## config.mk

```make
export PLATFORM = sky130hd
export DESIGN_NAME = ssaa_queue
export DESIGN_NICKNAME = d
export VERILOG_FILES = /design/src/sv/ssaa_pkg.sv /design/src/sv/ssaa_queue.sv
export SDC_FILE = /design/constraint.sdc
export NUM_CORES = 1
export LEC_CHECK = 0
export BUFFER_PORTS_ARGS = -buffer_cell sky130_fd_sc_hd__buf_4
export CAP_MARGIN = 20
export CELL_PAD_IN_SITES_DETAIL_PLACEMENT = 1
export CELL_PAD_IN_SITES_GLOBAL_PLACEMENT = 1
export CORE_ASPECT_RATIO = 0.5
export CORE_MARGIN = 3
export CORE_UTILIZATION = 40
export CTS_BUF_LIST = sky130_fd_sc_hd__clkbuf_4 sky130_fd_sc_hd__clkbuf_8
export DETAILED_ROUTE_END_ITERATION = 8
export HOLD_SLACK_MARGIN = 0.12
export PLACE_DENSITY_LB_ADDON = 0.3
export SYNTH_ARGS = -nofsm -noshare
export SYNTH_HDL_FRONTEND = slang
export SYNTH_SLANG_ARGS = --single-unit
```

## constraint.sdc

```tcl
create_clock -name clk -period 6.5 [get_ports clk]
set_input_delay 1.3 -clock clk [delete_from_list [all_inputs] [get_ports clk]]
set_output_delay 1.3 -clock clk [all_outputs]
set_load 0.02 [all_outputs]
```

## src/sv/ssaa_pkg.sv

```systemverilog
// ----------------------------------------------------------------------------
// ssaa_pkg
// Shared constants, types and the reciprocal table of the box downsampler.
// ----------------------------------------------------------------------------
package ssaa_pkg;

    localparam int MAX_OUT_WIDTH = 1024;
    localparam int MAX_KERNEL    = 8;
    localparam int HEIGHT_LIMIT  = 1024;

    localparam int COL_W = $clog2(MAX_OUT_WIDTH);
    localparam int ROW_W = $clog2(HEIGHT_LIMIT);
    localparam int SUB_W = $clog2(MAX_KERNEL);

    // one channel sum holds up to MAX_KERNEL^2 * 255
    localparam int CH_W  = 14;
    localparam int SUM_W = 3 * CH_W;

    localparam int PIX_W = 8;

    localparam int KSIZE_W  = 4;
    localparam int DIM_W    = 11;
    localparam int ADDR_W   = 4;
    localparam int DATA_W   = 32;

    // register indexes, taken from paddr[3:2]
    localparam logic [1:0] REG_KERNEL = 2'd0;
    localparam logic [1:0] REG_WIDTH  = 2'd1;
    localparam logic [1:0] REG_HEIGHT = 2'd2;

    localparam logic [KSIZE_W-1:0] KSIZE_RESET  = 4'd1;
    localparam logic [DIM_W-1:0]   WIDTH_RESET  = 11'd640;
    localparam logic [DIM_W-1:0]   HEIGHT_RESET = 11'd480;

    localparam int QUEUE_DEPTH = 4;
    localparam int QPTR_W      = $clog2(QUEUE_DEPTH);

    // quotient = (sum * ceil(2^RECIP_SHIFT / k^2)) >> RECIP_SHIFT, exact for sums below 2^CH_W
    localparam int RECIP_SHIFT = 20;
    localparam int RECIP_W     = RECIP_SHIFT + 1;
    localparam int PROD_W      = CH_W + RECIP_W;

    typedef struct packed {
        logic [PIX_W-1:0] red;
        logic [PIX_W-1:0] green;
        logic [PIX_W-1:0] blue;
        logic [COL_W-1:0] col;
        logic [SUB_W-1:0] kmin1;
        logic             first;
        logic             emit;
        logic             row_end;
        logic             frame_end;
    } ssaa_job_t;

    localparam int JOB_W = $bits(ssaa_job_t);

    typedef struct packed {
        logic empty;
        logic pop;
    } ssaa_qctl_t;

    function automatic logic [RECIP_W-1:0] recip_of(input logic [SUB_W-1:0] kmin1);
        logic [RECIP_W-1:0] m;
        begin
            case (kmin1)
                3'd0:    m = 21'd1048576;
                3'd1:    m = 21'd262144;
                3'd2:    m = 21'd116509;
                3'd3:    m = 21'd65536;
                3'd4:    m = 21'd41944;
                3'd5:    m = 21'd29128;
                3'd6:    m = 21'd21400;
                3'd7:    m = 21'd16384;
                default: m = 21'd1048576;
            endcase
            return m;
        end
    endfunction

endpackage

```

## src/sv/ssaa_queue.sv

```systemverilog
// ----------------------------------------------------------------------------
// ssaa_queue
// Short job queue between the classify side and the accumulate side.
// ----------------------------------------------------------------------------
module ssaa_queue (
    input  logic                 clk,
    input  logic                 rst_n,
    input  logic                 push,
    input  ssaa_pkg::ssaa_job_t  wr_job,
    output logic                 full,
    input  logic                 pop,
    output logic                 empty,
    output ssaa_pkg::ssaa_job_t  rd_job
);

    ssaa_pkg::ssaa_job_t entry_reg [ssaa_pkg::QUEUE_DEPTH];

    logic [ssaa_pkg::QPTR_W-1:0] wptr_reg, wptr_next;
    logic [ssaa_pkg::QPTR_W-1:0] rptr_reg, rptr_next;
    logic [ssaa_pkg::QPTR_W:0]   count_reg, count_next;
    logic                        do_push;
    logic                        do_pop;

    assign full    = (count_reg == (ssaa_pkg::QPTR_W+1)'(ssaa_pkg::QUEUE_DEPTH));
    assign empty   = (count_reg == '0);
    assign do_push = push & ~full;
    assign do_pop  = pop & ~empty;
    assign rd_job  = entry_reg[rptr_reg];

    always_comb
    begin
        wptr_next  = do_push ? wptr_reg + 1'b1 : wptr_reg;
        rptr_next  = do_pop ? rptr_reg + 1'b1 : rptr_reg;
        count_next = count_reg;
        if (do_push && !do_pop)
            count_next = count_reg + 1'b1;
        else if (do_pop && !do_push)
            count_next = count_reg - 1'b1;
    end

    always_ff @(posedge clk)
    begin
        if (do_push)
        begin
            entry_reg[wptr_reg] <= wr_job;
        end
    end

    always_ff @(posedge clk or negedge rst_n)
    begin
        if (!rst_n)
        begin
            wptr_reg  <= '0;
            rptr_reg  <= '0;
            count_reg <= '0;
        end
        else
        begin
            wptr_reg  <= wptr_next;
            rptr_reg  <= rptr_next;
            count_reg <= count_next;
        end
    end

endmodule

```

* After elaboration in Yosys (flattened, before gate mapping) *
Memories as Yosys holds them, arrays and structs flattened.
Index checks and enable logic that the tools add are counted.

operators by class
  add/subtract/negate cells = 4
  equal/unequal tests = 1
  multiplexer cells = 4
  bitwise logic cells = 4
  reduce and logical (&&, ||, !) cells = 6

operators with widths
  kind                                               count
  2-to-1 mux 3 bit                                   2
  adder 2 x 1 -> 2 bit (second input constant)       2
  adder 3 x 1 -> 3 bit (second input constant)       1
  == test 3 bit (second input constant)              1
  zero test 3 bit                                    1
  subtractor 3 x 1 -> 3 bit (second input constant)  1
  bitwise AND 1 bit                                  2
  logical AND 1 bit                                  2
  zero test 1 bit                                    2
  2-to-1 mux 1 bit                                   2
  inverter 1 bit                                     2
  nonzero test 2 bit                                 1

storage, ports and cells
  register bits = 7
  memory bits (writable) = 164
  bits of input ports = 45
  output and inout port bits = 43
  memories = 1

memories
  name       depth  width  rd ports  clocked after memory_dff  wr ports  RTL line          source
  entry_reg  4      41     1         0                         1         ssaa_queue.sv:16  ssaa_pkg::ssaa_job_t entry_reg [ssaa_pkg::QUEUE_DEPTH];

* Depth between registers and ports, before layout *
Gate-level depths: netlist of run 1.

  word-level depth = 7
  mapped depth = 9
  mapped depth without buffers = 8

* Worst setup path before layout of run 1 *
No wires, ideal clock.

  path type = input -> register
  start point = input push
  end point = memory entry_reg[0][0] (netlist name) (enable)
  arrival = 2.577 ns
  slack = 3.521 ns
  stages = 3
  cells stage by stage = nor2b_1 > buf_6 > and2_1

between the ends
  word-level cells in the longest chain between the ends = 3

RTL lines
  what                                    RTL line          source
  from (decl)                             ssaa_queue.sv:8   input logic push,
  bitwise AND 1 bit                       ssaa_queue.sv:26  assign do_push = push & ~full;
  net do_push                             ssaa_queue.sv:21  logic do_push;
  2-to-1 mux 1 bit                        ssaa_queue.sv:43  if (do_push)
  2-to-1 mux 1 bit (not written as such)  ssaa_queue.sv:45  entry_reg[wptr_reg] <= wr_job;
  to (decl)                               ssaa_queue.sv:16

The timed path passes the listed nets, and every way through them passes these cells.

==> results of run 1 <==
==> layout by cell type, fill, tap and decap left out, types with 3 or more instances in the layout <==
cell / synthesis / final
inv_8: 0 / 4
and2_2: 0 / 4
mux4_2: 38 / 38
inv_6: 0 / 5
buf_12: 4 / 3
xnor2_1: 4 / 4
ha_1: 5 / 5
clkbuf_8: 0 / 17
clkinvlp_4: 0 / 3
dfrtp_1: 7 / 5
buf_4: 0 / 87
edfxtp_1: 164 / 164
inv_1: 4 / 4
mux4_1: 3 / 3
==> through the flow <==
step           instance area, um^2  setup slack (ps)
3_5_place_dp                  7180              3140
6_report                      7640              2900
4_1_cts                       7550              2790
2_1_floorplan                 6400              3520
5_1_grt                       7640              2700
3_3_place_gp                  7180              3330
==> synth_stat cells <==
cell type  count
xor2_1         2
edfxtp_1     164
buf_6          2
mux2_4         1
nor3b_2        1
or3_1          1
nor2b_1        1
nand3_1        1
xnor2_1        4
mux2_2         1
and2_1         4
mux4_2        38
clkbuf_1       1
mux4_1         3
fa_1           1
nand2_1        1
inv_1          4
dfrtp_1        7
ha_1           5
buf_12         4
nor2_1         1
buf_2          4
==> power groups by stage <==
stage	combinational, mW	sequential, mW	clock (mW)
2_1_floorplan	0.871	1.53	0
6_report	1.13	1.65	0.689
5_1_grt	1.20	1.69	0.762
4_1_cts	1.12	1.68	0.711
3_3_place_gp	1.09	1.67	0
3_5_place_dp	1.12	1.70	0
==> worst max-delay path, cell delays in order, from the launching register on <==
cell and delay, ps:
dfrtp_4 1000, mux4_1 660, buf_4 180
==> final timing paths <==
path	cells after the start	slack [ps]	endpoint	start
min in group asynchronous	1	660	count_reg[2]$_DFFE_PN0P_	rst_n
worst max-delay path	2	2900	rd_job[25]	rptr_reg[0]$_DFFE_PN0P_
worst min register to register	1	490	count_reg[2]$_DFFE_PN0P_	count_reg[2]$_DFFE_PN0P_
worst max register to register	4	4210	entry_reg[0][10]$_DFFE_PP_	count_reg[2]$_DFFE_PN0P_
max in group asynchronous	1	5700	rptr_reg[1]$_DFFE_PN0P_	rst_n
worst min-delay path	1	490	count_reg[2]$_DFFE_PN0P_	count_reg[2]$_DFFE_PN0P_
==> layer usage <==
metal  vias up  wire (um)
li1       1255          -
met1      1467       4930
met2        50       5990
met3        12        505
met4         0        136
met5         -          0
==> area by class of cell <==
cell class | instances | area [um^2] | area share (%)
multi-input cells | 65 | 1160 | 15.2
clock buffers | 18 | 241 | 3.16
clock inverters | 14 | 129 | 1.69
repair buffers | 91 | 741 | 9.69
inverters | 4 | 15.0 | 0.196
flip-flops and latches | 171 | 5100 | 66.8
well taps | 198 | 248 | 3.24
==> kinds of logic (layout without fill, tap and decap cells) <==
family,after synthesis,after routing
adders and majority gates,6,6
xor gates and xnor gates,6,6
buffers and inverters,15,127
DFF,171,171
and+or+nand+nor,10,10
muxes,43,43
==> impl_metrics.env, run 1 <==
export IMPL_drc_violations_left=0
export IMPL_layout_worst_path_cycle_share_pct=55.4
export IMPL_internal_power_summed_over_all_cells_mw=2.32
export IMPL_outcome="completed"
export IMPL_setup_violations=0
export IMPL_drt_wirelength_per_cell_um=20.6
export IMPL_clock_tree_from_tritoncts="built"
export IMPL_hold_violations=0
export IMPL_drt_iter0_markers=176
export IMPL_synthesis_nets=302
export IMPL_switching_share_pct=33.1
export IMPL_min_path_type="flip-flop to flip-flop"
export IMPL_leakagePower_nw=2.62
export IMPL_final_setup_tns_ps=0
export IMPL_fraction_of_met3_tracks_used_by_global_routing_pct=4.23
export IMPL_antenna_violating_nets_post_route=0
export IMPL_cp_required_ps=5200
export IMPL_post_cts_buffers=0
export IMPL_postSynthCellCount=251
export IMPL_synthesis_area_per_instance_um2=25.5
export IMPL_combinational_family_with_the_most_area_after_synthesis="multiplexers"
export IMPL_synth_top_cell_area_share_pct=77.0
export IMPL_nets=401
export IMPL_synth_cell_types=22
export IMPL_cts_hold_buf=0
export IMPL_clk_root_buffer_cell="clkbuf_8"
export IMPL_placedCellCount=525
export IMPL_setup_worst_path_start_class="flip-flop"
export IMPL_peak_supply_drop_mv=0.212
export IMPL_syn_cell_area_um2=6400
export IMPL_count_of_buffers_from_port_buffering=87
export IMPL_largest_register_ffs=164
export IMPL_combinationalPowerShare_pct=32.5
export IMPL_clkSlewWorstSetupHoldPaths_ps=90
export IMPL_synthesis_yosys_warnings=0
export IMPL_holdWs_ps=492
export IMPL_floorplan_die_area_um2=17600
export IMPL_total_switching_power_mw=1.15
export IMPL_drive_above_1_share_pct=46.8
export IMPL_htree_levels=4
export IMPL_dr_total_vias=2784
export IMPL_initial_utilization_pct=42.5
export IMPL_synth_compound_gate_area_share_pct=0
export IMPL_post_synth_mux_area_share_pct=15.0
export IMPL_critPathKind="flip-flop to output port"
export IMPL_critPathArrivalTime_ps=2300
export IMPL_setup_worst_path_end_class="output port"
export IMPL_fill_cells=1352
export IMPL_numCtsBuffers=17
export IMPL_dr_pass1_iters=6
export IMPL_design_core_area_um2=15000
export IMPL_synthTopCellsByArea="edfxtp_1 (77%), mux4_2 (13%), dfrtp_1 (2.7%), buf_12 (1.3%), mux4_1 (1.2%)"
export IMPL_gr_total_overflow=0
export IMPL_post_synth_and_or_nand_nor_area_fraction_pct=0.978
export IMPL_syn_to_final_growth_pct=19.4
export IMPL_clock_power_share_pct=19.9
export IMPL_avgViaCountPerCell=4.96
export IMPL_clock_fmax_mhz=278
export IMPL_layout_min_cycle_time_ps=3600
export IMPL_cellPowerDensity_nw_per_um2=454
export IMPL_floorplan_rows=31
export IMPL_grt_first_pass_wirelength_um=18000
export IMPL_grt_util_all_layers_pct=13.9
export IMPL_sequential_fraction_of_design_power_pct=47.6
export IMPL_crit_fanout=43
export IMPL_gr_usage_met1_pct=17.0
export IMPL_detailedPlacementHpwl_um=7120
export IMPL_floorplan_io_pins=88
export IMPL_worst_slew_pin_transition_ps=1050
export IMPL_finalWirelength_um=11600
export IMPL_met2_usage_pct=24.1
export IMPL_ys_seq_elements=171
export IMPL_fp_dieH_um=95.4
export IMPL_first_global_vias=3220
export IMPL_cts_sinks=171
export IMPL_antennaDiodeCount=0
export IMPL_chipWidth_um=185
export IMPL_cts_resized=0
export IMPL_maxCapViolations=0
export IMPL_antenna_found_initial=0
export IMPL_ctsLongestPathBuffers=2
export IMPL_final_util_pct=50.8
export IMPL_synthAdderAreaFrac_pct=1.29
export IMPL_finalWeightedCongestion=0.715
export IMPL_layout_cells_non_filler=561
export IMPL_insertion_delay_ps=440
export IMPL_slew_headroom_pct=29.9
export IMPL_maximum_number_of_pins_on_one_net_before_global_route_repair=44
export IMPL_worst_clock_skew_ps=10.6
export IMPL_synthDominantAreaCellType="edfxtp_1"
export IMPL_setup_repair_after_global_routing_missed_its_margin="no"
export IMPL_yosysSeqAreaShare_pct=79.7
export IMPL_top_usage_layer="met2"
export IMPL_totalPowerFinal_mw=3.47
export IMPL_synthXorXnorAreaFrac_pct=0.821
export IMPL_slew_viol_final=0
No activity file was read; power rests on OpenSTA's default activity.
==> inputs of run 2 (changes only) <==
clock period = 3.64 ns   (was 6.5 ns; I/O delays follow)
==> run 2 against run 1 <==
Net effect:
- combinational power up 88%
- die area stayed put
- highest routed layer unchanged
- via count is 2.1% higher
==> impl_metrics.env, run 2 (synthesis results as in run 1) <==
export IMPL_fp_dieH_um=95.4
export IMPL_placedInstanceArea_um2=7290
export IMPL_sequential_fraction_of_design_power_pct=45.6
export IMPL_finalWeightedCongestion=0.676
export IMPL_drive_above_1_share_pct=47.1
export IMPL_clock_fmax_mhz=329
export IMPL_totalPowerFinal_mw=6.28
export IMPL_floorplan_rows=31
export IMPL_clock_power_share_pct=20.4
export IMPL_insertion_delay_ps=430
export IMPL_htree_levels=4
export IMPL_grt_util_all_layers_pct=14.4
export IMPL_clkSlewWorstSetupHoldPaths_ps=100
export IMPL_detailedPlacementHpwl_um=8000
export IMPL_maximum_number_of_pins_on_one_net_before_global_route_repair=28
export IMPL_leakagePower_nw=2.65
export IMPL_hold_path_startpoint="wr_job[38]"
export IMPL_slew_headroom_pct=56.7
export IMPL_cp_required_ps=2910
export IMPL_layout_cells_most_common_list="edfxtp_1 (164), buf_4 (90), mux4_2 (38), clkbuf_8 (18), inv_6 (6)"
export IMPL_worstReg2RegStart="count_reg[2]$_DFFE_PN0P_"
export IMPL_critPathKind="flip-flop to output port"
export IMPL_dr_total_vias=2842
export IMPL_design_area_um2=7680
export IMPL_r2r_worst_path_cells=8
export IMPL_startpoint="rptr_reg[0]$_DFFE_PN0P_"
export IMPL_layout_worst_path_cycle_share_pct=83.5
export IMPL_maxCapViolations=0
export IMPL_min_path_type="input pin to flip-flop"
export IMPL_design_core_area_um2=15000
export IMPL_numCtsBuffers=17
export IMPL_hold_violations=0
export IMPL_cts_sinks=171
export IMPL_floorplan_io_pins=88
export IMPL_placedCellCount=532
export IMPL_antennaDiodeCount=0
export IMPL_antenna_found_initial=0
export IMPL_count_of_buffers_from_port_buffering=87
export IMPL_clock_tree_from_tritoncts="built"
export IMPL_grt_first_pass_wirelength_um=18300
export IMPL_slew_viol_final=0
export IMPL_gr_total_overflow=0
export IMPL_first_global_vias=3195
export IMPL_peak_supply_drop_mv=0.262
export IMPL_layout_cells_non_filler=565
export IMPL_dr_pass1_iters=4
export IMPL_setup_violations=0
export IMPL_setup_repair_after_global_routing_missed_its_margin="no"
export IMPL_drc_violations_left=0
export IMPL_layout_min_cycle_time_ps=3040
export IMPL_syn_to_final_growth_pct=20.1
export IMPL_avgViaCountPerCell=5.03
export IMPL_largest_register_ffs=164
export IMPL_drt_iter0_markers=211
export IMPL_total_switching_power_mw=2.05
export IMPL_switching_share_pct=32.6
export IMPL_clk_root_buffer_cell="clkbuf_8"
export IMPL_final_setup_tns_ps=0
export IMPL_crit_fanout=27
export IMPL_hold_path_depth=1
export IMPL_cellPowerDensity_nw_per_um2=818
export IMPL_chipWidth_um=185
export IMPL_internal_power_summed_over_all_cells_mw=4.23
export IMPL_setup_worst_path_start_class="flip-flop"
export IMPL_drt_wirelength_per_cell_um=21.1
export IMPL_combinationalPowerShare_pct=33.9
export IMPL_initial_utilization_pct=42.5
export IMPL_outcome="completed"
export IMPL_nets=405
export IMPL_floorplan_die_area_um2=17600
export IMPL_critPathArrivalTime_ps=2310
export IMPL_worst_slew_pin_transition_ps=649
export IMPL_worst_clock_skew_ps=10.9
export IMPL_setup_worst_path_end_class="output port"
export IMPL_antenna_violating_nets_post_route=0
export IMPL_mostFrequentLayoutCell="edfxtp_1"
export IMPL_finalWirelength_um=11900
export IMPL_ctsLongestPathBuffers=2
-- run 2: power by group through the flow --
stage	Combinational, mW	Sequential [mW]	Clock [mW]
floorplan	1.55	2.73	0
global placement	2.13	2.88	0
finish	2.13	2.87	1.29
CTS	2.19	2.89	1.33
detailed placement	2.18	2.93	0
global route	2.28	2.92	1.41
-- run 2: path summary, 6_finish.rpt --
path	slack [ps]	endpoint
setup / recovery	600	rd_job[8]
hold / removal	480	entry_reg[2][38]$_DFFE_PP_
setup reg to reg	1300	count_reg[2]$_DFFE_PN0P_
hold reg to reg	500	count_reg[2]$_DFFE_PN0P_
max in group asynchronous	2860	rptr_reg[0]$_DFFE_PN0P_
min in group asynchronous	630	wptr_reg[1]$_DFFE_PN0P_
-- run 2: critical path, stage by stage (launching register included) --
cell	delay, ps
dfrtp_4	800
buf_4	340
mux4_2	550
buf_4	180
-- run 2: cell type report --
class / instances / area, um^2
clock inverters: 13 / 131
fillers: 1351 / 7370
well taps: 198 / 248
multi-input cells: 65 / 1160
flip-flops and latches: 171 / 5100
clock buffers: 19 / 255
repair buffers: 95 / 766
inverters: 4 / 15.0
-- run 2: routing by layer --
metal  share of wire [%]  wire length [um]  global-route usage (%)  vias up
met5                   0                 0                       0        -
met4                0.87               104                    4.30        0
met3                 4.2               503                    4.42        7
met2                  51              6100                    24.2       60
met1                  44              5230                    18.3     1511
li1                    -                 -                       -     1264
-- run 2: through the flow --
| stage | hold slack, ps | worst slack (ps) | utilization [%] |
|---|---|---|---|
| after floorplan | 432 | 1230 | - |
| after global placement | 460 | 1030 | 48.4 |
| after detailed placement | 481 | 1010 | 48.4 |
| after CTS | 450 | 501 | 51.1 |
| after global routing | 442 | 423 | 51.1 |
| final | 484 | 600 | 51.1 |
-- run 2: repair_timing --
action / in CTS / in global routing
endpoints found under the hold margin: 7 / 0
gates resized for setup: 0 / 0
hold buffers: 1 / 0
buffers inserted: 0 / 0
==> inputs of run 3 (changes only) <==
clock period = 3 ns   (was 3.64 ns; I/O delays follow)
==> run 3 against run 2 <==
Net effect:
- flip-flop and latch count is the same
- largest cell class unchanged
- register-to-register slack worse by 660 ps
- clock power rose by 11%
- via count down 0.70%
- non-clock buffer count is 1 higher
- sequential power rose by 20%
- routed wire length rose by 0.17%
- setup slack worse by 360 ps
==> impl_metrics.env, run 3 (synthesis results as in run 1) <==
export IMPL_multi_input_comb_area_um2=1160
export IMPL_setup_repair_after_global_routing_missed_its_margin="no"
export IMPL_antenna_violating_nets_post_route=0
export IMPL_layout_setup_ws_ps=244
export IMPL_worst_clock_skew_ps=10.8
export IMPL_slew_viol_final=0
export IMPL_syn_to_final_growth_pct=19.9
export IMPL_floorplan_rows=31
export IMPL_fp_dieH_um=95.4
export IMPL_totalPowerFinal_mw=7.56
export IMPL_clkSlewWorstSetupHoldPaths_ps=100
export IMPL_maxCapViolations=0
export IMPL_layout_worst_path_cycle_share_pct=91.9
export IMPL_clock_tree_from_tritoncts="built"
export IMPL_cts_resized=0
export IMPL_cts_sinks=171
export IMPL_clock_fmax_mhz=363
export IMPL_setup_worst_path_end_class="output port"
export IMPL_critPathArrivalTime_ps=2160
export IMPL_min_path_type="input pin to flip-flop"
export IMPL_chipWidth_um=185
export IMPL_insertion_delay_ps=440
export IMPL_setup_worst_path_start_class="flip-flop"
export IMPL_hold_path_startpoint="wr_job[39]"
export IMPL_grt_util_all_layers_pct=14.3
export IMPL_drt_iter0_markers=206
export IMPL_first_global_vias=3203
export IMPL_worst_slew_pin_transition_ps=585
export IMPL_antenna_found_initial=0
export IMPL_outcome="completed"
export IMPL_mostFrequentLayoutCell="edfxtp_1"
export IMPL_largest_register_ffs=164
export IMPL_dr_pass1_iters=5
export IMPL_layout_min_cycle_time_ps=2760
export IMPL_internal_power_summed_over_all_cells_mw=5.06
export IMPL_finalWirelength_um=12000
export IMPL_gr_total_overflow=0
export IMPL_post_cts_buffers=0
export IMPL_final_setup_tns_ps=0
export IMPL_antennaDiodeCount=0
export IMPL_htree_levels=4
export IMPL_detailedPlacementHpwl_um=7640
export IMPL_combinationalPowerShare_pct=35.6
export IMPL_delay_of_the_slowest_critical_path_stage_ps=690
export IMPL_leakagePower_nw=2.64
export IMPL_nets=406
export IMPL_cts_hold_buf=1
export IMPL_grt_first_pass_wirelength_um=18500
export IMPL_peak_supply_drop_mv=0.352
export IMPL_ctsLongestPathBuffers=2
export IMPL_layout_cells_non_filler=565
export IMPL_dr_total_vias=2822
export IMPL_drt_wirelength_per_cell_um=21.2
export IMPL_sequential_fraction_of_design_power_pct=45.5
export IMPL_cellPowerDensity_nw_per_um2=985
export IMPL_holdWs_ps=353
export IMPL_total_switching_power_mw=2.50
export IMPL_avgViaCountPerCell=4.99
export IMPL_numCtsBuffers=17
export IMPL_worstReg2RegStart="count_reg[2]$_DFFE_PN0P_"
export IMPL_count_of_buffers_from_port_buffering=87
export IMPL_placedCellCount=533
export IMPL_startpoint="rptr_reg[0]$_DFFE_PN0P_"
export IMPL_crit_fanout=19
export IMPL_seq_area_um2=5100
export IMPL_slew_headroom_pct=61.0
export IMPL_floorplan_die_area_um2=17600
export IMPL_initial_utilization_pct=42.5
export IMPL_switching_share_pct=33.1
export IMPL_hold_violations=0
export IMPL_layout_cells_most_common_list="edfxtp_1 (164), buf_4 (89), mux4_2 (38), clkbuf_8 (17), buf_12 (6)"
export IMPL_fill_cells=1368
export IMPL_design_core_area_um2=15000
export IMPL_floorplan_io_pins=88
export IMPL_critPathSlowestCell="dfrtp_4"
export IMPL_critPathKind="flip-flop to output port"
export IMPL_clk_root_buffer_cell="clkbuf_8"
export IMPL_pre_cts_ws_ps=502
export IMPL_maximum_number_of_pins_on_one_net_before_global_route_repair=42
export IMPL_cp_required_ps=2400
export IMPL_cp_cell_sequence="buf_4, mux4_1, buf_4"
export IMPL_critical_path_top_cell_by_count="buf_4"
export IMPL_setup_violations=0
export IMPL_drive_above_1_share_pct=47.1
export IMPL_clock_power_share_pct=18.9
export IMPL_drc_violations_left=0
export IMPL_finalWeightedCongestion=0.666
run 3: path summary, 6_finish.rpt:
path | slack (ps) | endpoint | depth (start not counted)
worst max-delay path | 240 | rd_job[35] | 3
worst max register to register | 640 | count_reg[2]$_DFFE_PN0P_ | 8
max in group asynchronous | 2360 | rptr_reg[0]$_DFFE_PN0P_ | 2
worst min-delay path | 350 | entry_reg[0][39]$_DFFE_PP_ | 1
min in group asynchronous | 510 | count_reg[0]$_DFFE_PN0P_ | 2
worst min register to register | 510 | count_reg[2]$_DFFE_PN0P_ | 1
run 3: power by group through the flow:
stage / clock (mW) / combinational (mW) / sequential (mW)
after CTS: 1.47 / 2.76 / 3.45
after global placement: 0 / 2.69 / 3.46
after global routing: 1.58 / 2.88 / 3.49
after detailed placement: 0 / 2.76 / 3.51
final: 1.43 / 2.69 / 3.44
after floorplan: 0 / 1.89 / 3.31
run 3: final cells by class:
cell class	count	share of cell area, %
tap	198	3.23
multi-input combinational	65	15.2
timing repair buffer	96	10.4
clock inverter	14	1.45
clock buffer	17	3.05
sequential	171	66.5
inverter	4	0.196
run 3: layer usage:
metal | GRT usage [%] | routed length, um | vias up | share of wire (%)
li1 | - | - | 1265 | -
met1 | 18.5 | 5330 | 1493 | 45
met2 | 24.2 | 6150 | 55 | 51
met3 | 3.43 | 365 | 9 | 3.1
met4 | 4.87 | 106 | 0 | 0.89
met5 | 0 | 0 | - | 0
run 3: critical path, delay by kind of cell (launching register included):
family	cells	cell delay, ps
buffers and inverters	2	440
flip-flops	1	690
multiplexers	1	570
run 3: through the flow:
| step | instance area (um^2) | utilization, % |
|---|---|---|
| global placement | 7320 | 48.6 |
| finish | 7670 | 51.0 |
| global route | 7670 | 51.0 |
| floorplan | 6400 | - |
| detailed placement | 7320 | 48.6 |
| CTS | 7670 | 51.0 |
