==> src/sv/ssaa_pkg.sv <==
// ----------------------------------------------------------------------------
// ssaa_pkg
// Shared constants, types and the reciprocal table of the box downsampler.
// ----------------------------------------------------------------------------
package ssaa_pkg;

    localparam int MAX_OUT_WIDTH = 1024;
    localparam int MAX_KERNEL    = 8;
    localparam int HEIGHT_LIMIT  = 1024;

    localparam int COL_W = $clog2(MAX_OUT_WIDTH);
    localparam int ROW_W = $clog2(HEIGHT_LIMIT);
    localparam int SUB_W = $clog2(MAX_KERNEL);

    // one channel sum holds up to MAX_KERNEL^2 * 255
    localparam int CH_W  = 14;
    localparam int SUM_W = 3 * CH_W;

    localparam int PIX_W = 8;

    localparam int KSIZE_W  = 4;
    localparam int DIM_W    = 11;
    localparam int ADDR_W   = 4;
    localparam int DATA_W   = 32;

    // register indexes, taken from paddr[3:2]
    localparam logic [1:0] REG_KERNEL = 2'd0;
    localparam logic [1:0] REG_WIDTH  = 2'd1;
    localparam logic [1:0] REG_HEIGHT = 2'd2;

    localparam logic [KSIZE_W-1:0] KSIZE_RESET  = 4'd1;
    localparam logic [DIM_W-1:0]   WIDTH_RESET  = 11'd640;
    localparam logic [DIM_W-1:0]   HEIGHT_RESET = 11'd480;

    localparam int QUEUE_DEPTH = 4;
    localparam int QPTR_W      = $clog2(QUEUE_DEPTH);

    // quotient = (sum * ceil(2^RECIP_SHIFT / k^2)) >> RECIP_SHIFT, exact for sums below 2^CH_W
    localparam int RECIP_SHIFT = 20;
    localparam int RECIP_W     = RECIP_SHIFT + 1;
    localparam int PROD_W      = CH_W + RECIP_W;

    typedef struct packed {
        logic [PIX_W-1:0] red;
        logic [PIX_W-1:0] green;
        logic [PIX_W-1:0] blue;
        logic [COL_W-1:0] col;
        logic [SUB_W-1:0] kmin1;
        logic             first;
        logic             emit;
        logic             row_end;
        logic             frame_end;
    } ssaa_job_t;

    localparam int JOB_W = $bits(ssaa_job_t);

    typedef struct packed {
        logic empty;
        logic pop;
    } ssaa_qctl_t;

    function automatic logic [RECIP_W-1:0] recip_of(input logic [SUB_W-1:0] kmin1);
        logic [RECIP_W-1:0] m;
        begin
            case (kmin1)
                3'd0:    m = 21'd1048576;
                3'd1:    m = 21'd262144;
                3'd2:    m = 21'd116509;
                3'd3:    m = 21'd65536;
                3'd4:    m = 21'd41944;
                3'd5:    m = 21'd29128;
                3'd6:    m = 21'd21400;
                3'd7:    m = 21'd16384;
                default: m = 21'd1048576;
            endcase
            return m;
        end
    endfunction

endpackage

==> src/sv/ssaa_back.sv <==
// ----------------------------------------------------------------------------
// ssaa_back
// Accumulate side: read-modify-write of the column sums, divide by k squared
// through a reciprocal multiply, and the output word register.
// ----------------------------------------------------------------------------
module ssaa_back (
    input  logic                         clk,
    input  logic                         rst_n,
    input  logic                         q_empty,
    output ssaa_pkg::ssaa_qctl_t         qctl,
    input  ssaa_pkg::ssaa_job_t          q_job,
    output logic                         ram_re,
    output logic [ssaa_pkg::COL_W-1:0]   ram_raddr,
    input  logic [ssaa_pkg::SUM_W-1:0]   ram_rdata,
    output logic                         ram_we,
    output logic [ssaa_pkg::COL_W-1:0]   ram_waddr,
    output logic [ssaa_pkg::SUM_W-1:0]   ram_wdata,
    output logic [ssaa_pkg::PIX_W-1:0]   red_out,
    output logic [ssaa_pkg::PIX_W-1:0]   green_out,
    output logic [ssaa_pkg::PIX_W-1:0]   blue_out,
    output logic                         row_end,
    output logic                         frame_end,
    output logic                         empty,
    input  logic                         pop
);

    localparam logic [1:0] ST_IDLE = 2'd0;
    localparam logic [1:0] ST_SUM  = 2'd1;
    localparam logic [1:0] ST_DIV  = 2'd2;

    localparam int CW = ssaa_pkg::CH_W;

    logic [1:0]                     state_reg, state_next;
    ssaa_pkg::ssaa_job_t            job_reg;
    logic [ssaa_pkg::SUM_W-1:0]     sum_reg;
    logic [ssaa_pkg::RECIP_W-1:0]   recip_reg;
    logic                           out_valid_reg, out_valid_next;
    logic [ssaa_pkg::PIX_W-1:0]     red_reg, green_reg, blue_reg;
    logic                           row_end_reg, frame_end_reg;

    logic [CW-1:0]                  sum_r, sum_g, sum_b;
    logic [ssaa_pkg::PROD_W-1:0]    prod_r, prod_g, prod_b;
    logic                           take;
    logic                           load;

    assign take = (state_reg == ST_IDLE) & ~q_empty;
    assign load = (state_reg == ST_DIV) & (~out_valid_reg | pop);

    assign qctl.empty = q_empty;
    assign qctl.pop   = take;

    assign ram_re    = take;
    assign ram_raddr = q_job.col;

    // first pixel of a block overwrites the stale column sum
    always_comb
    begin
        if (job_reg.first)
        begin
            sum_r = CW'(job_reg.red);
            sum_g = CW'(job_reg.green);
            sum_b = CW'(job_reg.blue);
        end
        else
        begin
            sum_r = ram_rdata[0*CW +: CW] + CW'(job_reg.red);
            sum_g = ram_rdata[1*CW +: CW] + CW'(job_reg.green);
            sum_b = ram_rdata[2*CW +: CW] + CW'(job_reg.blue);
        end
    end

    assign ram_we    = (state_reg == ST_SUM);
    assign ram_waddr = job_reg.col;
    assign ram_wdata = {sum_b, sum_g, sum_r};

    assign prod_r = ssaa_pkg::PROD_W'(sum_reg[0*CW +: CW]) * ssaa_pkg::PROD_W'(recip_reg);
    assign prod_g = ssaa_pkg::PROD_W'(sum_reg[1*CW +: CW]) * ssaa_pkg::PROD_W'(recip_reg);
    assign prod_b = ssaa_pkg::PROD_W'(sum_reg[2*CW +: CW]) * ssaa_pkg::PROD_W'(recip_reg);

    always_comb
    begin
        state_next = state_reg;
        case (state_reg)
            ST_IDLE:
            begin
                if (take)
                    state_next = ST_SUM;
            end
            ST_SUM:
            begin
                state_next = job_reg.emit ? ST_DIV : ST_IDLE;
            end
            ST_DIV:
            begin
                if (load)
                    state_next = ST_IDLE;
            end
            default:
            begin
                state_next = ST_IDLE;
            end
        endcase
    end

    always_comb
    begin
        out_valid_next = out_valid_reg & ~pop;
        if (load)
            out_valid_next = 1'b1;
    end

    always_ff @(posedge clk)
    begin
        if (take)
        begin
            job_reg <= q_job;
        end
        if (state_reg == ST_SUM)
        begin
            sum_reg   <= ram_wdata;
            recip_reg <= ssaa_pkg::recip_of(job_reg.kmin1);
        end
        if (load)
        begin
            red_reg       <= prod_r[ssaa_pkg::RECIP_SHIFT +: ssaa_pkg::PIX_W];
            green_reg     <= prod_g[ssaa_pkg::RECIP_SHIFT +: ssaa_pkg::PIX_W];
            blue_reg      <= prod_b[ssaa_pkg::RECIP_SHIFT +: ssaa_pkg::PIX_W];
            row_end_reg   <= job_reg.row_end;
            frame_end_reg <= job_reg.frame_end;
        end
    end

    always_ff @(posedge clk or negedge rst_n)
    begin
        if (!rst_n)
        begin
            state_reg     <= ST_IDLE;
            out_valid_reg <= 1'b0;
        end
        else
        begin
            state_reg     <= state_next;
            out_valid_reg <= out_valid_next;
        end
    end

    assign empty     = ~out_valid_reg;
    assign red_out   = red_reg;
    assign green_out = green_reg;
    assign blue_out  = blue_reg;
    assign row_end   = row_end_reg;
    assign frame_end = frame_end_reg;

endmodule

==> config.mk <==
export PLATFORM = sky130hd
export DESIGN_NAME = ssaa_back
export DESIGN_NICKNAME = d
export VERILOG_FILES = /design/src/sv/ssaa_pkg.sv /design/src/sv/ssaa_back.sv
export SDC_FILE = /design/constraint.sdc
export NUM_CORES = 1
export LEC_CHECK = 0
export ABC_AREA = 1
export BUFFER_PORTS_ARGS = -buffer_cell sky130_fd_sc_hd__buf_2
export CAP_MARGIN = 20
export CORE_ASPECT_RATIO = 0.7
export CORE_MARGIN = 4
export CORE_UTILIZATION = 47
export DETAILED_ROUTE_END_ITERATION = 8
export HOLD_SLACK_MARGIN = 0.05
export PLACE_DENSITY = 0.72
export SYNTH_ARGS = -nofsm -noshare
export SYNTH_HDL_FRONTEND = slang
export SYNTH_SLANG_ARGS = --single-unit
==> constraint.sdc <==
create_clock -name clk -period 6.47 [get_ports clk]
set_clock_uncertainty 0.15 [all_clocks]
set_input_delay 0.9705 -clock clk [delete_from_list [all_inputs] [get_ports clk]]
set_output_delay 0.9705 -clock clk [all_outputs]
set_load 0.005 [all_outputs]
# [Word level (Yosys, flattened, before mapping)]
# Memories as Yosys holds them, arrays and structs flattened. A register that Yosys moved wholly into a read port is not among the register bits.
# Index checks and enable logic that the tools add are counted.
[word_totals] output_inout_bits=93 memories=1 in_bits=87 reg_bits=133 romBits=128
[classes] n_mul=3 reduce_logical=2 eq_ne=4 bitwise_logic=7 addsub=3 n_mux=8
[mem_list] memory="(no name shown)" words=8 word_bits=16 rd=1 rd_ports_with_merged_regs=1 write_ports=0 line="ssaa_pkg.sv:65" source="case (kmin1)"
[op_table] cell="multiplier 14 x 21 -> 28 bit" count=3
[op_table] cell="adder 14 x 8 -> 14 bit" count=3
[op_table] cell="2-to-1 mux 14 bit" count=3
[op_table] cell="2-to-1 mux 2 bit" count=3
[op_table] cell="one-hot mux 2 bit (3 select lines)" count=1
[op_table] cell="!= test 2 bit, second input constant" count=2
[op_table] cell="AND 1 bit" count=3
[op_table] cell="NOT 1 bit" count=3
[op_table] cell="== test 2 x 1 -> 1 bit, second input constant" count=1
[op_table] cell="== test 2 bit, second input constant" count=1
[op_table] cell="logical NOT 2 bit" count=1
[op_table] cell="AND reduction 2 bit" count=1
[op_table] cell="2-to-1 mux 1 bit" count=1
[op_table] cell="bitwise OR 1 bit" count=1

# [Longest topological paths before layout]
# Gate-level depths: netlist of run 1.
[logic_depth] ltp_word=5 depth_mapped=28 mapped_depth_nobuf=26

# [Least setup slack after synthesis of run 1]
# OpenSTA, ideal clock, no wires.
[synth_timing] path_kind="reg2reg" from="reg recip_reg[14] in the netlist's numbering" to="reg green_reg, in the netlist green_out[7] (data pin)" stages_incl_launch_ff=24 arrival_ns=5.063 t_required_ns=6.067 slack_ns=1.004 path_buffers=3 setup_ns=0.253 cell_sequence="edfxtp_1 -> buf_2 -> buf_2 -> buf_1 -> nand2_1 -> fa_1 -> inv_1 -> fa_1 -> inv_1 -> fa_1 -> inv_1 -> fa_1 -> fa_1 -> fa_1 -> ha_1 -> nand2_1 -> inv_2 -> nand2_2 -> nor3_4 -> nand2_1 -> a21oi_1 -> nor2_1 -> nand2_1 -> nand2_1"
[synth_between] elab_chain_cells=1
[synth_rtl] item="start, declared" line="ssaa_back.sv:36" source="logic [ssaa_pkg::RECIP_W-1:0] recip_reg;"
[synth_rtl] item="multiplier 14 x 21 -> 28 bit" line="ssaa_back.sv:77" source="assign prod_g = ssaa_pkg::PROD_W'(sum_reg[1*CW +: CW]) * ssaa_pkg::PROD_W'(recip_reg);"
[synth_rtl] item="named net prod_g, one bit" line="ssaa_back.sv:42" source="logic [ssaa_pkg::PROD_W-1:0] prod_r, prod_g, prod_b;"
[synth_rtl] item="end signal, assigned" line="ssaa_back.sv:126" source="green_reg <= prod_g[ssaa_pkg::RECIP_SHIFT +: ssaa_pkg::PIX_W];"
[synth_rtl] item="end, declared" line="ssaa_back.sv:38" source="logic [ssaa_pkg::PIX_W-1:0] red_reg, green_reg, blue_reg;"
# The timed path passes the listed nets, and every way through them passes these cells.
# A chain may end at the register's enable or synchronous reset.

# [Worst setup path after layout of run 1]
[layout_timing] from="reg recip_reg[10] in the netlist's numbering" to="reg blue_reg, in the netlist blue_out[0] (data pin)"
[layout_between] elab_chain_cells=1
[layout_rtl] item="multiplier 14 x 21 -> 28 bit" line="ssaa_back.sv:78" source="assign prod_b = ssaa_pkg::PROD_W'(sum_reg[2*CW +: CW]) * ssaa_pkg::PROD_W'(recip_reg);"
[layout_rtl] item="named net prod_b, one bit" line="ssaa_back.sv:42"
[layout_rtl] item="end signal, assigned" line="ssaa_back.sv:127" source="blue_reg <= prod_b[ssaa_pkg::RECIP_SHIFT +: ssaa_pkg::PIX_W];"
[layout_rtl] item="end, declared" line="ssaa_back.sv:38"
# The timed path passes the listed nets, and every way through them passes these cells.

==> metrics.cfg, run 1 <==
[outcome]
status = finished, final reports clean

[placement]
dp.cells = 4283
hpwl_um = 58300
numPortBuffers = 179
place.gp.congestion = 0.960
dpl_cell_area_mm2 = 0.0289

[detailed_routing]
wl_um = 69200
initialDrtViolationCount = 1794
via_count = 21752
wl_per_cell_um = 16.0
drc = 0
dr.pass1.iters = 6
ant_nets = 0
vias_per_cell = 5.04

[logic_synthesis]
synth.area.top_cells = fa_1 32%, ha_1 16%, inv_1 14%
yosys-top-cells-count = 991 x inv_1, 850 x nand2_1, 442 x fa_1
yosys_warnings = 0
synthFlopType = edfxtp_1
synth_seq_area_share = 0.134
syn_inst = 3442
synth.top_cell.area_share = 0.323
synth_edf_count = 120
ys_ff_latch = 123
async_reset_ff_frac = 0.0244
synthMostInstantiatedCell = inv_1
syn_nets = 4312
ys_types = 44
synth_largest_area_cell = fa_1
syn_area_per_cell_um2 = 7.95
syn_area_mm2 = 0.0274

[grt]
antenna_found_initial = 0
grt_pass1_vias = 21766
grt_start_max_net_pins = 56
grt_pass1_wl_um = 114000
grt_use_total = 0.233
grt_overflow = 0

[sta]
period_share = 0.941
rsz0062_at_grt = no
finalMaxSlewViolations = 0
finalSetupViolCount = 0
fmax_mhz = 164
relSlewSlack = 0.287
worstMarginPinSlew_ns = 1.07
fin_crit_ns = 6.09
timing_hold_violations_final = 0
fin_tns_setup_ns = 0

[clock_network]
cts.sinks = 123
clk_latency_ns = 0.46
path_clk_slew_ns = 0.07
clockBufferDepth = 2
cts_buffers = 17
postCtsResizedCells = 0
cts_setup_buffers = 0
cts_tree = done
cts_max_level = 4
cts-root-buf = clkbuf_16
postCtsHoldBufs = 0

[setup_path]
crit_top_cell = fa_1
slowest_delay_ns = 0.94
crit_required_ns = 6.57
worstPathCellList = nand2_1 > fa_1 > fa_1 > inv_1 > fa_1 > fa_1 > fa_1 > inv_1 > fa_1 > inv_1 > ha_1 > nand2_1 > inv_1 > nand2_1 > nor2_1 > nand4_1 > nand3_1 > xor2_1
cp.arrival_ns = 6.19
slowest_stage = edfxtp_1
r2r_end = blue_out[0]
r2r_slack_ns = 0.38
reg2reg_depth = 18
crit_end = blue_out[0]
cp_max_fo = 17
critPathCaptureType = flop
regToRegStartpoint = recip_reg[10]
cp-start-kind = flop
crit_start = recip_reg[10]
crit_type = flop to flop

[floorplan]
dieArea_mm2 = 0.0622
die_h_um = 210
initial_core_util = 0.479
boundaryPins = 180
coreArea_mm2 = 0.0572
rows = 73
die_w_um = 296

[layout]
fin_area_mm2 = 0.0295
diodes = 0
nFillCells = 5321
syn_to_final_growth_pct = 7.89
num-nets-final = 4422
largest_reg_flops = 42
drive_gt1_frac = 0.0783
final_cells = 4315

[job]
drv_cap = 0

[min_path]
holdCritPathClass = primary input to asynchronous set/reset pin

[how the worst min path moves through the flow]
stage,startpoint,end,slack [ns]
after global placement,job_reg[0],frame_end,0.25
final,rst_n,out_valid_reg,0.14
after global routing,rst_n,out_valid_reg,0.13
after detailed placement,job_reg[0],frame_end,0.26
after CTS,rst_n,out_valid_reg,0.12
after floorplan,job_reg[0],frame_end,0.25
[placed cells by master, fill, tap and decap left out, types with 7 or more instances in the layout]
| master | netlist | routed |
|---|---|---|
| nand3_1 | 89 | 89 |
| nand3b_1 | 7 | 7 |
| ha_1 | 341 | 341 |
| nand2_1 | 850 | 850 |
| nor3_1 | 23 | 22 |
| o21ai_0 | 63 | 63 |
| fa_1 | 442 | 442 |
| clkbuf_16 | 0 | 17 |
| a21oi_1 | 99 | 99 |
| nand4_1 | 31 | 31 |
| nor2_1 | 144 | 142 |
| xnor2_1 | 11 | 11 |
| a21o_1 | 17 | 17 |
| nand2_2 | 14 | 14 |
| inv_1 | 991 | 991 |
| buf_4 | 29 | 26 |
| xor2_1 | 17 | 17 |
| edfxtp_1 | 120 | 120 |
| buf_2 | 13 | 179 |
| o21bai_1 | 9 | 9 |
[critical path, delay by kind of cell, from the launching register on]
kind          cells  cell delay (ns)
buf+inv           4             0.22
simple gates      6             0.86
xor+xnor          1             0.34
flops             1             0.94
fa+ha+maj         7             3.35
[cells by family after synthesis]
family | Yosys count | synth area share
AOI/OAI and AO/OA | 214 | 0.0433
xor gates and xnor gates | 28 | 0.00896
adders and majority gates | 783 | 0.479
buffers and inverters | 1117 | 0.159
DFF | 123 | 0.134
and+or+nand+nor | 1177 | 0.176
[metal layers]
metal,GRT usage,routed length (um)
met2,0.320,27100
met3,0.0621,8510
met4,0.0396,769
met5,0,0
met1,0.370,32900
[area by class of cell]
type | instances | area (um2) | area share
Multi-Input combinational cell | 2202 | 19400 | 0.656
Inverter | 998 | 3750 | 0.127
Sequential cell | 123 | 3680 | 0.125
Timing Repair Buffer | 210 | 1190 | 0.0403
Tap cell | 750 | 938 | 0.0318
Clock buffer | 22 | 464 | 0.0157
Clock inverter | 10 | 141 | 0.00479
[stage by stage]
stage | hold slack [ns] | setup slack (ns) | util
after floorplan | 0.250 | 1.00 | -
after global placement | 0.252 | 0.514 | 0.506
after detailed placement | 0.257 | 0.484 | 0.506
after CTS | 0.120 | 0.462 | 0.516
after global routing | 0.134 | 0.115 | 0.516
final | 0.140 | 0.385 | 0.516
Power of run 1 is not shown: default switching activity piles up to over one toggle a cycle in this logic, so the estimate is an artifact.
==> inputs of run 2 (changes only) <==
RECOVER_POWER = 25   (was unset)
clock period = 6.6 ns   (was 6.47 ns; I/O delays follow)
==> metrics.cfg, run 2 (synthesis results as in run 1) <==
[outcome]
status = finished, violations left
violations = capacitance limit, slew limit

[detailed_routing]
wl_per_cell_um = 16.1  ; +0.65%
vias_per_cell = 5.02  ; -0.46%
ant_nets = 0  ; unchanged
initialDrtViolationCount = 1803  ; +0.50%
wl_um = 69700  ; +0.69%
dr.pass1.iters = 5  ; -1
drc = 0  ; unchanged
via_count = 21661  ; -0.42%

[floorplan]
die_h_um = 210  ; unchanged
boundaryPins = 180  ; unchanged
coreArea_mm2 = 0.0572  ; unchanged
rows = 73  ; unchanged
dieArea_mm2 = 0.0622  ; unchanged
initial_core_util = 0.479  ; unchanged
die_w_um = 296  ; unchanged

[min_path]
holdCritPathClass = primary input to asynchronous set/reset pin

[sta]
rsz0062_at_grt = no
fin_crit_ns = 6.10  ; +0.0194 ns
timing_hold_violations_final = 0  ; unchanged
finalMaxSlewViolations = 56  ; +56
fin_tns_setup_ns = 0  ; unchanged
worstMarginPinSlew_ns = 2.87  ; +1.81 ns
period_share = 0.925  ; -0.0156
relSlewSlack = -0.916  ; -1.20
finalSetupViolCount = 0  ; unchanged
fin_ws_ns = 0.495  ; +0.111 ns
fmax_mhz = 164  ; -0.32%

[placement]
numPortBuffers = 179  ; unchanged
hpwl_um = 59100  ; +1.4%
place.gp.congestion = 0.973  ; +1.4%
pre_cts_slack_ns = 0.571  ; +0.0874 ns
dpl_cell_area_mm2 = 0.0289  ; about the same

[job]
drv_cap = 1  ; +1

[clock_network]
cts_setup_buffers = 0  ; unchanged
clk_latency_ns = 0.46  ; about the same
cts.sinks = 123  ; unchanged
cts_tree = done
cts_max_level = 4  ; unchanged
cts_buffers = 17  ; unchanged
cts-root-buf = clkbuf_16
clockBufferDepth = 2  ; unchanged
postCtsHoldBufs = 0  ; unchanged
path_clk_slew_ns = 0.06  ; about the same
postCtsResizedCells = 0  ; unchanged

[grt]
grt_use_total = 0.235  ; +0.00151
grt_start_max_net_pins = 56  ; unchanged
grt_pass1_vias = 21844  ; +0.36%
grt_overflow = 0  ; unchanged
antenna_found_initial = 0  ; unchanged
grt_pass1_wl_um = 115000  ; +1.1%

[layout]
largest_reg_flops = 42  ; unchanged
final_common_cell = inv_1
post-route-util = 0.515  ; -0.00105
diodes = 0  ; unchanged
drive_gt1_frac = 0.0779  ; -0.000324
fin_area_mm2 = 0.0295  ; -0.20%
num-nets-final = 4424  ; +0.045%
final_cell_mix = 991 x inv_1, 850 x nand2_1, 442 x fa_1
syn_to_final_growth_pct = 7.68

[setup_path]
cp.arrival_ns = 6.26  ; +0.07 ns
cp_max_fo = 18  ; +1
cp-start-kind = flop
critPathCaptureType = flop
crit_required_ns = 6.75  ; +0.18 ns
crit_type = flop to flop

==> run 2: area by class of cell <==
type	instances	area, um2
clock inverters	13	118
multi-input cells	2202	19400
flip-flops and latches	123	3680
well taps	750	938
clock buffers	19	433
inverters	998	3750
repair buffers	212	1190
fillers	5429	27700
==> run 2: metal layers <==
layer  vias to the layer above  wire length (um)  global-route usage
met4                         0               620              0.0377
met3                        50              8360              0.0766
met1                     10263             33700               0.366
met2                       961             27000               0.320
met5                         -                 0                   0
li1                      10387                 -                   -
==> run 2: critical path, cell delays in order (launching register included) <==
cell      delay (ns)
edfxtp_1        0.84
buf_4           0.28
buf_4           0.23
nand2_1         0.10
fa_1            0.52
inv_1           0.05
fa_1            0.49
inv_1           0.05
fa_1            0.52
inv_1           0.05
fa_1            0.45
fa_1            0.51
fa_1            0.42
ha_1            0.40
nand2_1         0.09
inv_1           0.14
nand2_1         0.10
nor2_1          0.16
nand4_1         0.11
nand3_1         0.12
xor2_1          0.19
==> run 2: through the flow <==
stage               cells  hold slack (ns)
floorplan            3442            0.250
global placement     4285            0.253
detailed placement   4285            0.256
CTS                  4317            0.128
global route         4317            0.183
finish               4317            0.183
==> run 2: path summary, 6_finish.rpt <==
check	start	to	slack, ns	depth (start not counted)
max in group asynchronous	rst_n	state_reg[0]	5.95	1
min in group clk	job_reg[0]	frame_end	0.27	0
max	recip_reg[14]	red_out[1]	0.50	20
max reg2reg	recip_reg[14]	red_out[1]	0.50	20
min	rst_n	state_reg[1]	0.18	1
min reg2reg	job_reg[0]	frame_end	0.27	0
Power of run 2 is left out for the same reason.
==> inputs of run 3 (changes only) <==
BUFFER_PORTS_ARGS = -buffer_cell sky130_fd_sc_hd__buf_4   (was -buffer_cell sky130_fd_sc_hd__buf_2)
CORE_UTILIZATION = 56   (was 47)
PLACE_DENSITY = 0.83   (was 0.72)
==> metrics.cfg, run 3 (synthesis results as in run 1) <==
[placement]
numPortBuffers = 179  ; unchanged
place.gp.congestion = 1.01  ; +4.0%
hpwl_um = 59800  ; +1.0%
pre_cts_slack_ns = 0.595  ; +0.0239 ns

[clock_network]
cts_max_level = 4  ; unchanged
cts_setup_buffers = 0  ; unchanged
cts_tree = done
postCtsHoldBufs = 0  ; unchanged
path_clk_slew_ns = 0.07  ; about the same
cts_buffers = 17  ; unchanged
clk_latency_ns = 0.45  ; about the same
cts.sinks = 123  ; unchanged
clockBufferDepth = 2  ; unchanged
cts-root-buf = clkbuf_16
postCtsResizedCells = 0  ; unchanged

[sta]
relSlewSlack = -1.01  ; -0.0971
finalMaxSlewViolations = 80  ; +43%
period_share = 0.935  ; +0.0104
fin_ws_ns = 0.427  ; -0.0687 ns
rsz0062_at_grt = no
fin_tns_setup_ns = 0  ; unchanged
finalSetupViolCount = 0  ; unchanged
fmax_mhz = 162  ; -1.1%
fin_crit_ns = 6.17  ; +0.0687 ns
timing_hold_violations_final = 0  ; unchanged
worstMarginPinSlew_ns = 3.02  ; +0.146 ns

[floorplan]
initial_core_util = 0.569  ; +0.0901
die_h_um = 193  ; -8.1%
dieArea_mm2 = 0.0525  ; -16%
boundaryPins = 180  ; unchanged
rows = 67  ; -8.2%
die_w_um = 272  ; -8.2%
coreArea_mm2 = 0.0481  ; -16%

[layout]
final_cell_mix = 991 x inv_1, 850 x nand2_1, 442 x fa_1
diodes = 0  ; unchanged
post-route-util = 0.619  ; +0.103
drive_gt1_frac = 0.0765  ; -0.00147
num-nets-final = 4427  ; +0.068%
final_common_cell = inv_1
syn_to_final_growth_pct = 8.80
largest_reg_flops = 42  ; unchanged

[setup_path]
crit_type = flop to flop
crit_start = recip_reg[10]
regToRegStartpoint = recip_reg[10]
worstPathCellList = nand2_1 > xor2_1 > ha_1 > a21oi_1 > fa_1 > inv_1 > fa_1 > fa_1 > fa_1 > inv_1 > fa_1 > inv_1 > ha_1 > nand2_1 > nor2_1 > inv_1 > nor3_1 > nand2_1 > nand2_1 > inv_1 > nand2_1 > nand2_1
crit_required_ns = 6.65  ; -0.10 ns
cp.arrival_ns = 6.22  ; -0.04 ns
critPathCaptureType = flop
cp_max_fo = 22  ; +4
crit_top_cell = nand2_1
cp-start-kind = flop
slowest_stage = edfxtp_1
slowest_delay_ns = 0.99  ; +0.15 ns

[grt]
grt_use_total = 0.281  ; +0.0465
antenna_found_initial = 1  ; +1
grt_pass1_vias = 22768  ; +4.2%
grt_start_max_net_pins = 56  ; unchanged
grt_pass1_wl_um = 117000  ; +1.1%
grt_overflow = 0  ; unchanged

[detailed_routing]
wl_um = 71000  ; +2.0%
wl_per_cell_um = 16.8  ; +4.2%
wl_met3_um = 10500  ; +26%
drc = 0  ; unchanged
initialDrtViolationCount = 2209  ; +23%
vias_per_cell = 5.28  ; +5.2%
via_count = 22301  ; +3.0%
met2_length_um = 28600  ; +6.0%
dr.pass1.iters = 6  ; +1
wl_met1_um = 31000  ; -7.8%
ant_nets = 0  ; unchanged
highest_layer = met4

[outcome]
violations = capacitance limit, slew limit
status = finished, violations left

[min_path]
holdCritPathClass = primary input to asynchronous set/reset pin

[job]
drv_cap = 2  ; +1

==> run 3: cell types whose count changed in the layout (fill, tap and decap cells not counted), sizes merged <==
cell      previous run  this run
clkbuf              23        68
buf                208       170
clkinv               8         3
clkinvlp             2         4
inv               1000       999
==> run 3: layout make-up <==
cell class,instances,area (um2)
Clock inverter,9,91.3
Clock buffer,23,478
Multi-Input combinational cell,2202,19400
Tap cell,655,820
Inverter,998,3750
Timing Repair Buffer,215,1600
Sequential cell,123,3680
Fill cell,4029,18300
==> run 3: metal layers <==
layer  vias up  global-route usage
met5         -                   0
met1     10530               0.418
met4         0              0.0428
met3        74               0.102
met2      1310               0.404
li1      10387                   -
==> run 3: per-stage QoR <==
stage	cells	instance area (um2)	hold WS [ns]
final	4225	29800	0.191
after CTS	4224	29800	0.149
after global routing	4225	29800	0.197
after global placement	4192	29200	0.251
after floorplan	3442	27400	0.250
after detailed placement	4192	29200	0.255
==> run 3: path summary, 6_finish.rpt <==
kind                       slack [ns]            end  cells after the start
max                              0.43    blue_out[7]                     22
min reg2reg                      0.27      frame_end                      0
min                              0.19  out_valid_reg                      1
max in group asynchronous        5.95   state_reg[0]                      1
min in group clk                 0.27      frame_end                      0
max reg2reg                      0.43    blue_out[7]                     22
==> run 3: critical path, delay by kind of cell (launching register included) <==
kind | cells | cell delay [ns]
fa+ha+maj | 7 | 2.87
simple gates | 8 | 1.13
flops | 1 | 0.99
buf+inv | 5 | 0.34
xor+xnor | 1 | 0.24
compound gates | 1 | 0.19
Power of run 3 is left out for the same reason.
